==> src/design/sma_pkg.sv <==
// ----------------------------------------------------------------------------
// sma_pkg
// Shared constants, types and helpers for the sliding window average block.
// ----------------------------------------------------------------------------
`default_nettype none

package sma_pkg;

    localparam int WINDOW_MAX    = 64;
    localparam int FRACTION_BITS = 8;

    localparam int SAMPLE_W = 16;
    localparam int AVG_W    = 24;
    localparam int HELD_W   = 7;
    localparam int CFG_W    = 7;

    localparam int PTR_W      = (WINDOW_MAX > 1) ? $clog2(WINDOW_MAX) : 1;
    localparam int CNT_W      = $clog2(WINDOW_MAX + 1);
    localparam int SUM_W      = SAMPLE_W + PTR_W + 1;
    localparam int DIVIDEND_W = SUM_W + FRACTION_BITS;
    localparam int DIV_CNT_W  = $clog2(DIVIDEND_W);

    typedef struct packed {
        logic             we;
        logic [PTR_W-1:0] waddr;
        logic             re;
        logic [PTR_W-1:0] raddr;
    } ring_ctl_t;

    typedef struct packed {
        logic start;
        logic negate;
    } div_ctl_t;

    function automatic logic [CNT_W-1:0] eff_window(input logic [CFG_W-1:0] ws);
        logic [CNT_W-1:0] w;
        if (ws == '0) begin
            w = CNT_W'(1);
        end else if (32'(ws) > WINDOW_MAX) begin
            w = CNT_W'(WINDOW_MAX);
        end else begin
            w = CNT_W'(ws);
        end
        return w;
    endfunction

    function automatic logic [PTR_W-1:0] ring_wrap(input logic [PTR_W-1:0] base,
                                                   input logic [CNT_W-1:0] offs);
        logic [CNT_W:0] t;
        t = (CNT_W+1)'(base) + (CNT_W+1)'(offs);
        if (t >= (CNT_W+1)'(WINDOW_MAX)) begin
            t = t - (CNT_W+1)'(WINDOW_MAX);
        end
        return t[PTR_W-1:0];
    endfunction

endpackage

`default_nettype wire

==> src/design/sma_ring.sv <==
// ----------------------------------------------------------------------------
// sma_ring
// Sample ring buffer: one write port, one registered read port.
// ----------------------------------------------------------------------------
`default_nettype none

module sma_ring (
    input  wire logic                           aclk,
    input  wire sma_pkg::ring_ctl_t             ctl,
    input  wire logic [sma_pkg::SAMPLE_W-1:0]   wr_data,
    output logic      [sma_pkg::SAMPLE_W-1:0]   rd_data
);

    logic [sma_pkg::SAMPLE_W-1:0] mem [sma_pkg::WINDOW_MAX];

    always_ff @(posedge aclk) begin
        if (ctl.we) begin
            mem[ctl.waddr] <= wr_data;
        end
    end

    always_ff @(posedge aclk) begin
        if (ctl.re) begin
            rd_data <= mem[ctl.raddr];
        end
    end

endmodule

`default_nettype wire

==> src/design/sma_div.sv <==
// ----------------------------------------------------------------------------
// sma_div
// Bit-serial restoring divider: one quotient bit per cycle, sign fixup last.
// ----------------------------------------------------------------------------
`default_nettype none

module sma_div (
    input  wire logic                             aclk,
    input  wire logic                             aresetn,
    input  wire sma_pkg::div_ctl_t                ctl,
    input  wire logic [sma_pkg::DIVIDEND_W-1:0]   dividend,
    input  wire logic [sma_pkg::CNT_W-1:0]        divisor,
    output logic                                  done,
    output logic      [sma_pkg::AVG_W-1:0]        quotient
);

    localparam int DW = sma_pkg::DIVIDEND_W;
    localparam int CW = sma_pkg::CNT_W;
    localparam int KW = sma_pkg::DIV_CNT_W;

    typedef enum logic [2:0] {
        D_IDLE = 3'b001,
        D_RUN  = 3'b010,
        D_FIX  = 3'b100
    } div_state_t;

    div_state_t    state_reg, state_next;
    logic [DW-1:0] dq_reg, dq_next;
    logic [CW-1:0] rem_reg, rem_next;
    logic [CW-1:0] dvsr_reg, dvsr_next;
    logic          neg_reg, neg_next;
    logic [KW-1:0] cnt_reg, cnt_next;
    logic [sma_pkg::AVG_W-1:0] quot_reg, quot_next;
    logic          done_reg, done_next;

    logic [CW:0]   rem_shift;
    logic          ge;
    logic [DW-1:0] q_signed;

    assign rem_shift = {rem_reg, dq_reg[DW-1]};
    assign ge        = rem_shift >= {1'b0, dvsr_reg};
    assign q_signed  = neg_reg ? (~dq_reg + DW'(1)) : dq_reg;

    always_comb begin
        state_next = state_reg;
        dq_next    = dq_reg;
        rem_next   = rem_reg;
        dvsr_next  = dvsr_reg;
        neg_next   = neg_reg;
        cnt_next   = cnt_reg;
        quot_next  = quot_reg;
        done_next  = 1'b0;
        case (state_reg)
            D_IDLE: begin
                if (ctl.start) begin
                    dq_next    = dividend;
                    rem_next   = '0;
                    dvsr_next  = divisor;
                    neg_next   = ctl.negate;
                    cnt_next   = KW'(DW - 1);
                    state_next = D_RUN;
                end
            end
            D_RUN: begin
                rem_next = ge ? CW'(rem_shift - {1'b0, dvsr_reg}) : CW'(rem_shift);
                dq_next  = {dq_reg[DW-2:0], ge};
                cnt_next = cnt_reg - KW'(1);
                if (cnt_reg == '0) begin
                    state_next = D_FIX;
                end
            end
            D_FIX: begin
                quot_next  = q_signed[sma_pkg::AVG_W-1:0];
                done_next  = 1'b1;
                state_next = D_IDLE;
            end
            default: begin
                state_next = D_IDLE;
            end
        endcase
    end

    always_ff @(posedge aclk) begin
        if (!aresetn) begin
            state_reg <= D_IDLE;
            done_reg  <= 1'b0;
        end else begin
            state_reg <= state_next;
            done_reg  <= done_next;
        end
    end

    always_ff @(posedge aclk) begin
        dq_reg   <= dq_next;
        rem_reg  <= rem_next;
        dvsr_reg <= dvsr_next;
        neg_reg  <= neg_next;
        cnt_reg  <= cnt_next;
        quot_reg <= quot_next;
    end

    assign done     = done_reg;
    assign quotient = quot_reg;

endmodule

`default_nettype wire

==> src/design/sliding_window_average.sv <==
// ----------------------------------------------------------------------------
// sliding_window_average
// Moving average over the most recent samples of a programmable window.
// ----------------------------------------------------------------------------
// Input channel s_valid/s_ready carries one signed sample per transaction;
// output channel m_valid/m_ready returns one transaction per sample: the mean
// of the held samples (8 fraction bits, truncated toward zero) and the count
// of samples held. cfg_wr_en/cfg_wr_data write the window length (0 acts as 1,
// values above 64 act as 64) and empty the window; write only while idle.
// From input acceptance to m_valid a sample passes through the sum update,
// divider load, the serial divider (one quotient bit per cycle over 31 bits,
// sum width plus fraction bits), sign fixup and output register load. One
// item is in flight at a time; s_ready is high only in the idle state.
// The output register holds a finished result while the next sample is
// accepted; if m_ready stays low the finished quotient waits in the divider
// and no further sample is accepted until the output register frees up.
// Reset (aresetn low, synchronous) empties the window and sets the window
// length to 3. The ring memory is not cleared; read data is used only from
// written entries.
// ----------------------------------------------------------------------------
`default_nettype none

module sliding_window_average (
    input  wire logic                                aclk,
    input  wire logic                                aresetn,
    input  wire logic                                cfg_wr_en,
    input  wire logic        [sma_pkg::CFG_W-1:0]    cfg_wr_data,
    input  wire logic                                s_valid,
    output logic                                     s_ready,
    input  wire logic signed [sma_pkg::SAMPLE_W-1:0] s_sample,
    output logic                                     m_valid,
    input  wire logic                                m_ready,
    output logic signed      [sma_pkg::AVG_W-1:0]    m_average,
    output logic             [sma_pkg::HELD_W-1:0]   m_samples_held
);

    localparam int SW = sma_pkg::SUM_W;
    localparam int CW = sma_pkg::CNT_W;
    localparam int PW = sma_pkg::PTR_W;

    typedef enum logic [4:0] {
        ST_IDLE   = 5'b00001,
        ST_UPDATE = 5'b00010,
        ST_START  = 5'b00100,
        ST_WAIT   = 5'b01000,
        ST_DONE   = 5'b10000
    } sma_state_t;

    sma_state_t state_reg, state_next;
    logic [sma_pkg::CFG_W-1:0]           window_reg, window_next;
    logic signed [SW-1:0]                sum_reg, sum_next;
    logic [CW-1:0]                       fill_reg, fill_next;
    logic [PW-1:0]                       oldest_reg, oldest_next;
    logic signed [sma_pkg::SAMPLE_W-1:0] sample_reg, sample_next;
    logic                                m_valid_reg, m_valid_next;
    logic [sma_pkg::AVG_W-1:0]           avg_reg, avg_next;
    logic [sma_pkg::HELD_W-1:0]          held_reg, held_next;

    sma_pkg::ring_ctl_t              ring_ctl;
    logic [sma_pkg::SAMPLE_W-1:0]    ring_rd_data;
    sma_pkg::div_ctl_t               div_ctl;
    logic [sma_pkg::DIVIDEND_W-1:0]  div_dividend;
    logic                            div_done;
    logic [sma_pkg::AVG_W-1:0]       div_quot;

    logic [CW-1:0]        eff_w;
    logic                 full;
    logic signed [SW-1:0] drop;
    logic [SW-1:0]        sum_mag;
    logic                 s_accept;
    logic                 out_free;

    assign eff_w    = sma_pkg::eff_window(window_reg);
    assign full     = (fill_reg == eff_w);
    assign drop     = full ? SW'(signed'(ring_rd_data)) : '0;
    assign s_accept = s_valid && s_ready;
    assign out_free = !m_valid_reg || m_ready;
    assign sum_mag  = sum_reg[SW-1] ? (~sum_reg + SW'(1)) : sum_reg;
    assign div_dividend = sma_pkg::DIVIDEND_W'(sum_mag) << sma_pkg::FRACTION_BITS;

    always_comb begin
        ring_ctl.we    = (state_reg == ST_UPDATE);
        ring_ctl.waddr = sma_pkg::ring_wrap(oldest_reg, fill_reg);
        ring_ctl.re    = s_accept;
        ring_ctl.raddr = oldest_reg;
        div_ctl.start  = (state_reg == ST_START);
        div_ctl.negate = sum_reg[SW-1];
    end

    always_comb begin
        state_next   = state_reg;
        window_next  = window_reg;
        sum_next     = sum_reg;
        fill_next    = fill_reg;
        oldest_next  = oldest_reg;
        sample_next  = sample_reg;
        avg_next     = avg_reg;
        held_next    = held_reg;
        m_valid_next = m_valid_reg && !m_ready;
        case (state_reg)
            ST_IDLE: begin
                if (s_accept) begin
                    sample_next = s_sample;
                    state_next  = ST_UPDATE;
                end
            end
            ST_UPDATE: begin
                sum_next = sum_reg - drop + SW'(sample_reg);
                if (full) begin
                    oldest_next = sma_pkg::ring_wrap(oldest_reg, CW'(1));
                end else begin
                    fill_next = fill_reg + CW'(1);
                end
                state_next = ST_START;
            end
            ST_START: begin
                state_next = ST_WAIT;
            end
            ST_WAIT, ST_DONE: begin
                if ((div_done || state_reg == ST_DONE) && out_free) begin
                    avg_next     = div_quot;
                    held_next    = sma_pkg::HELD_W'(fill_reg);
                    m_valid_next = 1'b1;
                    state_next   = ST_IDLE;
                end else if (div_done) begin
                    state_next = ST_DONE;
                end
            end
            default: begin
                state_next = ST_IDLE;
            end
        endcase
        if (cfg_wr_en) begin
            window_next = cfg_wr_data;
            sum_next    = '0;
            fill_next   = '0;
            oldest_next = '0;
        end
    end

    always_ff @(posedge aclk) begin
        if (!aresetn) begin
            state_reg   <= ST_IDLE;
            window_reg  <= sma_pkg::CFG_W'(3);
            sum_reg     <= '0;
            fill_reg    <= '0;
            oldest_reg  <= '0;
            m_valid_reg <= 1'b0;
        end else begin
            state_reg   <= state_next;
            window_reg  <= window_next;
            sum_reg     <= sum_next;
            fill_reg    <= fill_next;
            oldest_reg  <= oldest_next;
            m_valid_reg <= m_valid_next;
        end
    end

    always_ff @(posedge aclk) begin
        sample_reg <= sample_next;
        avg_reg    <= avg_next;
        held_reg   <= held_next;
    end

    sma_ring u_ring (
        .aclk    (aclk),
        .ctl     (ring_ctl),
        .wr_data (sample_reg),
        .rd_data (ring_rd_data)
    );

    sma_div u_div (
        .aclk     (aclk),
        .aresetn  (aresetn),
        .ctl      (div_ctl),
        .dividend (div_dividend),
        .divisor  (fill_reg),
        .done     (div_done),
        .quotient (div_quot)
    );

    assign s_ready        = (state_reg == ST_IDLE);
    assign m_valid        = m_valid_reg;
    assign m_average      = avg_reg;
    assign m_samples_held = held_reg;

`ifndef NO_ASSERTIONS
    a_fill_bound: assert property (@(posedge aclk) disable iff (!aresetn)
        fill_reg <= eff_w)
        else $error("fill count exceeds window");

    a_accept_update: assert property (@(posedge aclk) disable iff (!aresetn)
        s_accept && !cfg_wr_en |=> state_reg == ST_UPDATE)
        else $error("accepted sample did not start update");

    a_held_nonzero: assert property (@(posedge aclk) disable iff (!aresetn)
        m_valid_reg |-> held_reg != '0)
        else $error("result with empty window");

    a_done_in_wait: assert property (@(posedge aclk) disable iff (!aresetn)
        div_done |-> state_reg == ST_WAIT)
        else $error("divider finished outside wait state");
`endif

endmodule

`default_nettype wire
==> config.mk <==
export PLATFORM = sky130hd
export DESIGN_NAME = sliding_window_average
export DESIGN_NICKNAME = d
export VERILOG_FILES = /design/src/design/sma_pkg.sv /design/src/design/sma_ring.sv /design/src/design/sma_div.sv /design/src/design/sliding_window_average.sv
export SDC_FILE = /design/constraint.sdc
export NUM_CORES = 2
export LEC_CHECK = 0
export BUFFER_PORTS_ARGS = -buffer_cell sky130_fd_sc_hd__buf_2
export CORE_MARGIN = 4
export CORE_UTILIZATION = 47
export CTS_BUF_LIST = sky130_fd_sc_hd__clkbuf_4 sky130_fd_sc_hd__clkbuf_8
export DETAILED_ROUTE_END_ITERATION = 6
export SLEW_MARGIN = 20
export SYNTH_ARGS = -nofsm -noshare
export SYNTH_HDL_FRONTEND = slang
export SYNTH_SLANG_ARGS = --single-unit
==> constraint.sdc <==
create_clock -name aclk -period 4.3 [get_ports aclk]
set_input_delay 0.215 -clock aclk [delete_from_list [all_inputs] [get_ports aclk]]
set_output_delay 0.215 -clock aclk [all_outputs]
set_load 0.005 [all_outputs]
; After elaboration in Yosys (flattened, before gate mapping)
; Memory sizes are Yosys's and may differ from the RTL's. A register that Yosys moved wholly into a read port is not among the register bits.
; Index checks and enable logic that the tools add are counted.
[totals]
output_inout_bits = 33
regBits = 175
ramBits = 1024
in_bits = 28
wordCells = 96
mem_count = 1
[memory_table]
columns = name, depth, word_bits, read_ports, rd_clocked_by_memory_dff, write_ports, line_no
row1 = u_ring.mem, 64, 16, 1, 1, 1, sma_ring.sv:14  ; logic [sma_pkg::SAMPLE_W-1:0] mem [sma_pkg::WINDOW_MAX];
[classes]
mux = 26
magnitude_cmp = 4
n_addsub = 11
eq_ne = 13
reduce_logical = 20
bitwise = 4
[op_table]
columns = cell, n
row1 = $pmux W31 S2, 1
row2 = $mux W23, 2
row3 = $mux W31, 1
row4 = $mux W7, 4
row5 = $add A24 B1 Y24 const B, 1
row6 = $mux W24, 1
row7 = $not A24 Y24, 1
row8 = $add A23 B16 Y23, 1
row9 = $add A23 B2 Y23 const B, 1
row10 = $not A23 Y23, 1
row11 = $sub A23 B23 Y23, 1
row12 = $mux W5, 4
row13 = $pmux W5 S4, 1
row14 = $reduce_and A2 Y1, 8
row15 = $pmux W7 S2, 1
row16 = $mux W6, 2
row17 = $sub A6 B1 Y6 const B, 2
row18 = $pmux W5 S2, 1
row19 = $add A6 B7 Y8, 1
row20 = $ge A8 B7 Y1, 1
row21 = $ge A8 B7 Y1 const B, 1
row22 = $add A6 B1 Y7 const B, 1
row23 = $add A7 B1 Y7 const B, 1
row24 = $eq A7 B7 Y1, 1
row25 = 26 further kinds, 38

; Depth between registers and ports, before layout
[logic_depth]
depth_word = 7
mapped_depth = 19

; By module
; From an unflattened synthesis, not the netlist that was laid out.
[unflattened]
hier_cells = 2821
area_unflattened_um2 = 50141.8
[by_module_without_submodules]
columns = module, area_per_inst_um2, cells_per_inst, seq_area_each_um2, n_inst
row1 = sma_ring, 40202.3, 1829, 31230.0, 1
row2 = sliding_window_average, 6113.4, 655, 2392.3, 1
row3 = sma_div, 3826.2, 337, 2332.2, 1

; Worst setup path before layout
; Ideal clock, no wire load.
[synth_path]
path_type = reg-to-reg
start = register fill_reg[2]
end = register sum_reg[22]
t_arrival_ps = 4230
path_stages_with_launch = 20
path_slack_ps = 0
required_time_ps = 4230
cell_sequence = dfxtp_1 -> clkbuf_1 -> nor2_1 -> o211ai_1 -> a21oi_1 -> o32a_1 -> clkbuf_1 -> clkbuf_1 -> and2_1 -> ha_1 -> inv_1 -> ha_1 -> fa_1 -> a211oi_1 -> o211ai_1 -> a31oi_1 -> o2111ai_1 -> a221oi_1 -> xnor3_1 -> a21oi_1
[synth_via]
elab_chain_len = 4
[synth_rtl]
columns = item, line_no
row1 = start: declaration, sliding_window_average.sv:52  ; logic [CW-1:0] fill_reg, fill_next;
row2 = start signal: assignment, sliding_window_average.sv:153  ; fill_reg <= fill_next;
row3 = $eq A7 B7 Y1, sliding_window_average.sv:74  ; assign full = (fill_reg == eff_w);
row4 = $mux W23, sliding_window_average.sv:75  ; assign drop = full ? SW'(signed'(ring_rd_data)) : '0;
row5 = $sub A23 B23 Y23, sliding_window_average.sv:108  ; sum_next = sum_reg - drop + SW'(sample_reg);
row6 = $add A23 B16 Y23, sliding_window_average.sv:108
row7 = end signal: assignment, sliding_window_average.sv:152  ; sum_reg <= sum_next;
row8 = end: declaration, sliding_window_average.sv:51  ; logic signed [SW-1:0] sum_reg, sum_next;
; No other way between the ends.
; A chain may end at the register's enable or synchronous reset.

; Worst setup path after layout
[layout_path]
start = register window_reg[1] (netlist name)
end = register sum_reg[20]
[layout_via]
elab_chain_len = 7
[layout_rtl]
columns = item, line_no
row1 = start: declaration, sliding_window_average.sv:50  ; logic [sma_pkg::CFG_W-1:0] window_reg, window_next;
row2 = start signal: assignment, sliding_window_average.sv:144  ; window_reg <= sma_pkg::CFG_W'(3);
row3 = start signal: assignment, sliding_window_average.sv:151  ; window_reg <= window_next;
row4 = $gt A7 B7 Y1, sma_pkg.sv:39  ; end else if (32'(ws) > WINDOW_MAX) begin
row5 = $mux W7, sma_pkg.sv:39
row6 = $mux W7 (*), sma_pkg.sv:37  ; if (ws == '0) begin
row7 = $eq A7 B7 Y1 (*), sliding_window_average.sv:74
row8 = $mux W23 (*), sliding_window_average.sv:75
row9 = $sub A23 B23 Y23 (*), sliding_window_average.sv:108
row10 = $add A23 B16 Y23 (*), sliding_window_average.sv:108
; Every way passes the cells marked *; elsewhere a longest branch is shown, timed or not.

==> results.md <==
* Yosys warning total at 0
* Vias in the first global route at 25,373
* Routed Antenna Nets at 0
* Worst min path class: in2reg
* Core area at 103,000 sq um
* Die W at 331 um
* Mean routed wirelength per cell at 25.9 um
* Register share of total power at 55.7%
* Final WL at 112,000 um
* Total grt overflow at 0
* Fin area at 55,900 sq um
* Fin crit period at 4.12 ns
* Synthesized area at 49,000 sq um
* Synthesized net count at 2,559
* Kind of critical path: reg2reg
* Vias per cell at 5.67
* Final setup vio count at 0
* Die height at 331 um
* Switch Pwr at 0.00508 W
* Slew @ Worst Pin at 1.06 ns
* Sw Share at 21.6%
* Post-CTS setup buffers at 0
* Fmax at 0.243 GHz
* Yosys top cell by area: edfxtp_1
* Final period util at 95.7%
* WP buf/inv at 4
* Dpl cell area at 51,700 sq um
* Logic gate share of total power at 3.4%
* Clock Path Buffers at 3
* Register area share after synthesis at 73.3%
* Clock Sinks at 1,215
* Rel. slew slack at 29.4%
* Max_cap viols at 0
* Largest net degree at the start of global routing at 132
* Area grow syn2layout at 13.9%
* Worst-skew pair later-pin latency at 0.85 ns
* Count of cell types in the netlist at 53
* VDD IR-drop max at 0.234 mV
* Die ar. at 110,000 sq um
* # port buffers at 60
* Post-Syn Instances at 2,467
* Synth Flop Type: edfxtp_1
* Site Rows at 118
* Clock power frac at 40.9%
* CP Data Arrival Time at 4.84 ns
* CTS H-tree lvls at 4
* Status: finished, final reports clean
* Final Net Count at 2,872
* Vias at 24,458
* Synth area leaders: edfxtp_1 71%, mux4_2 15%, dfxtp_1 2.2%, xnor2_1 1.3%, ha_1 1.0%
* DR iter-0 viols at 1,943
* P per Cell Area at 421 nW/um^2
* Total Routing Usage GR at 20.7%
* # DRC at 0
* Max incr delay on CP at 0.48 ns
* Clk root buf: clkbuf_8
* DRT Pass-1 Iters at 6
* Final WS setup at 0.184 ns
* Placer congestion estimate at 0.839
* Initial antenna violation count at 5
* Slowest cell on the critical path: fa_1
* # IOs at 61
* First-pass GRT wire length at 165,000 um
* CTS clk-pin slew, worst paths at 0.06 ns
* Yosys reg bits at 1,215
* DP Wirelength at 65,000 um
* Critical path endpoint category: register
* Slew Viols, Final at 0
* Number of flops mapped to enable cells by yosys at 1,162
* CTS tree: yes
* Cells along the critical path: nor4_2 > buf_4 > nor3_1 > o32a_1 > buf_6 > and2_1 > fa_1 > inv_1 > ha_1 > o211ai_1 > o211ai_1 > a31oi_2 > buf_4 > o21ai_1 > nor3_1 > or3_1 > a41oi_1
* Final hold violations at 0
* Worst clock skew at 0.0491 ns
* Post-Place Worst Slack at -0.0334 ns
* TritonCTS Buffers at 195
* CP delay by family, top: compound AO/OA/AOI/OAI gates
* Max reg flops at 1,024
* P_int at 0.0184 W
* Layout cell share with drive strength beyond 1 at 28.9%
* Reg-to-reg slack, setup at 0.18 ns
* Starting Density at 47.4%
* CP required at 5.03 ns
* Crit-path max FO at 18
* Startpoint types: register
* Post-synth ARST share at 0%
* Synth top area share at 71.2%
* Syn_area_per_cell at 19.9 sq um
* Leakage Power at 17.7 nW
[synthesized netlist by cell type (all sizes together) (12+ instances only)]
master and count:
or3 16, xor2 14, nand3 33, buf 46
nor2 121, inv 101, nand2b 12, o21ai 68
ha 40, nor3 15, o31ai 12, a21oi 52
dfxtp 53, edfxtp 1162, xnor2 72, fa 24
and2 24, clkbuf 58, nand2 102, mux4 336
[worst paths after layout]
check,cells after the start,to,startpoint
worst max-delay path,17,sum_reg[20],window_reg[1]
worst max register to register,17,sum_reg[20],window_reg[1]
worst min register to register,0,m_average[0],u_div.quotient[0]
worst min-delay path,4,sum_reg[22],cfg_wr_en
[worst register-to-register path, stage by stage, from the launching register on]
cell	delay [ns]
dfxtp_1	0.33
nor4_2	0.29
buf_4	0.16
nor3_1	0.05
o32a_1	0.41
buf_6	0.18
and2_1	0.17
fa_1	0.48
inv_1	0.04
ha_1	0.30
o211ai_1	0.11
o211ai_1	0.30
a31oi_2	0.20
buf_4	0.19
o21ai_1	0.20
nor3_1	0.09
or3_1	0.35
a41oi_1	0.16
[cell usage in the layout (no fill, tap or decap), types with 12 or more instances in the layout]
cell type         n
nand2b_1         12
nand2_1         101
o31ai_1          12
fa_1             24
buf_4           119
clkbuf_8        196
dlygate4sd3_1    32
ha_1             40
nor2_1          120
xnor2_1          72
edfxtp_1       1162
mux4_2          336
xor2_1           14
nor3_1           14
o21ai_0          65
clkinv_1         42
dfxtp_1          49
nand3_1          33
or3_1            16
a21oi_1          51
buf_2            60
clkbuf_4         66
inv_1           101
clkinv_2         22
and2_1           24
[cells by family (layout without fill, tap and decap cells)]
kind of cell / Yosys count / count (layout) / share of synthesized area, %
other cells: 0 / 8 / 0
xor+xnor: 87 / 87 / 1.58
buf+inv: 205 / 667 / 1.74
flops: 1215 / 1215 / 73.3
mux: 344 / 344 / 15.6
compound gates: 188 / 188 / 2.32
fa+ha+maj: 64 / 64 / 2.00
simple gates: 364 / 364 / 3.43
[area by class of cell]
cell class | instances | area, sq um
fill | 7939 | 47600
inverter | 101 | 379
clock inverter | 84 | 607
antenna | 8 | 20.0
sequential | 1215 | 36000
clock buffer | 262 | 3190
tap | 1380 | 1730
timing repair buffer | 220 | 1690
multi-input combinational | 1047 | 12300
[power groups by stage]
stage               clock network (W)  registers [W]  logic [W]
global placement                    0         0.0133   0.000726
detailed placement                  0         0.0133   0.000762
CTS                           0.00990         0.0131   0.000792
floorplan                           0         0.0134   0.000356
finish                        0.00962         0.0131   0.000794
global route                   0.0104         0.0131   0.000880
[repair_timing]
| action | in CTS | in global routing |
|---|---|---|
| pin swaps | 0 | 4 |
| gates resized for setup | 1 | 7 |
| endpoints found under the setup margin | 1 | 5 |
| hold buffers | 32 | 0 |
| endpoints found under the hold margin | 43 | 0 |
| gates cloned | 0 | 0 |
[through the flow]
step	hold slack (ns)	TNS, ns	utilization [%]	power, W	instances
after floorplan	0.277	0	-	0.0138	2467
after global placement	0.398	0	49.9	0.0141	3931
after detailed placement	0.399	-0.0334	49.9	0.0141	3931
after CTS	0.0131	0	53.9	0.0238	4309
after global routing	0.0605	-0.0298	54.0	0.0244	4315
final	0.0866	0	54.0	0.0235	4317
[routing by layer]
| layer | wire length, um | track usage (%) |
|---|---|---|
| met2 | 55200 | 34.3 |
| met5 | 0 | 0 |
| met3 | 6740 | 3.80 |
| met1 | 47000 | 28.6 |
| met4 | 2660 | 6.11 |
(Power assumes the default switching activity.)
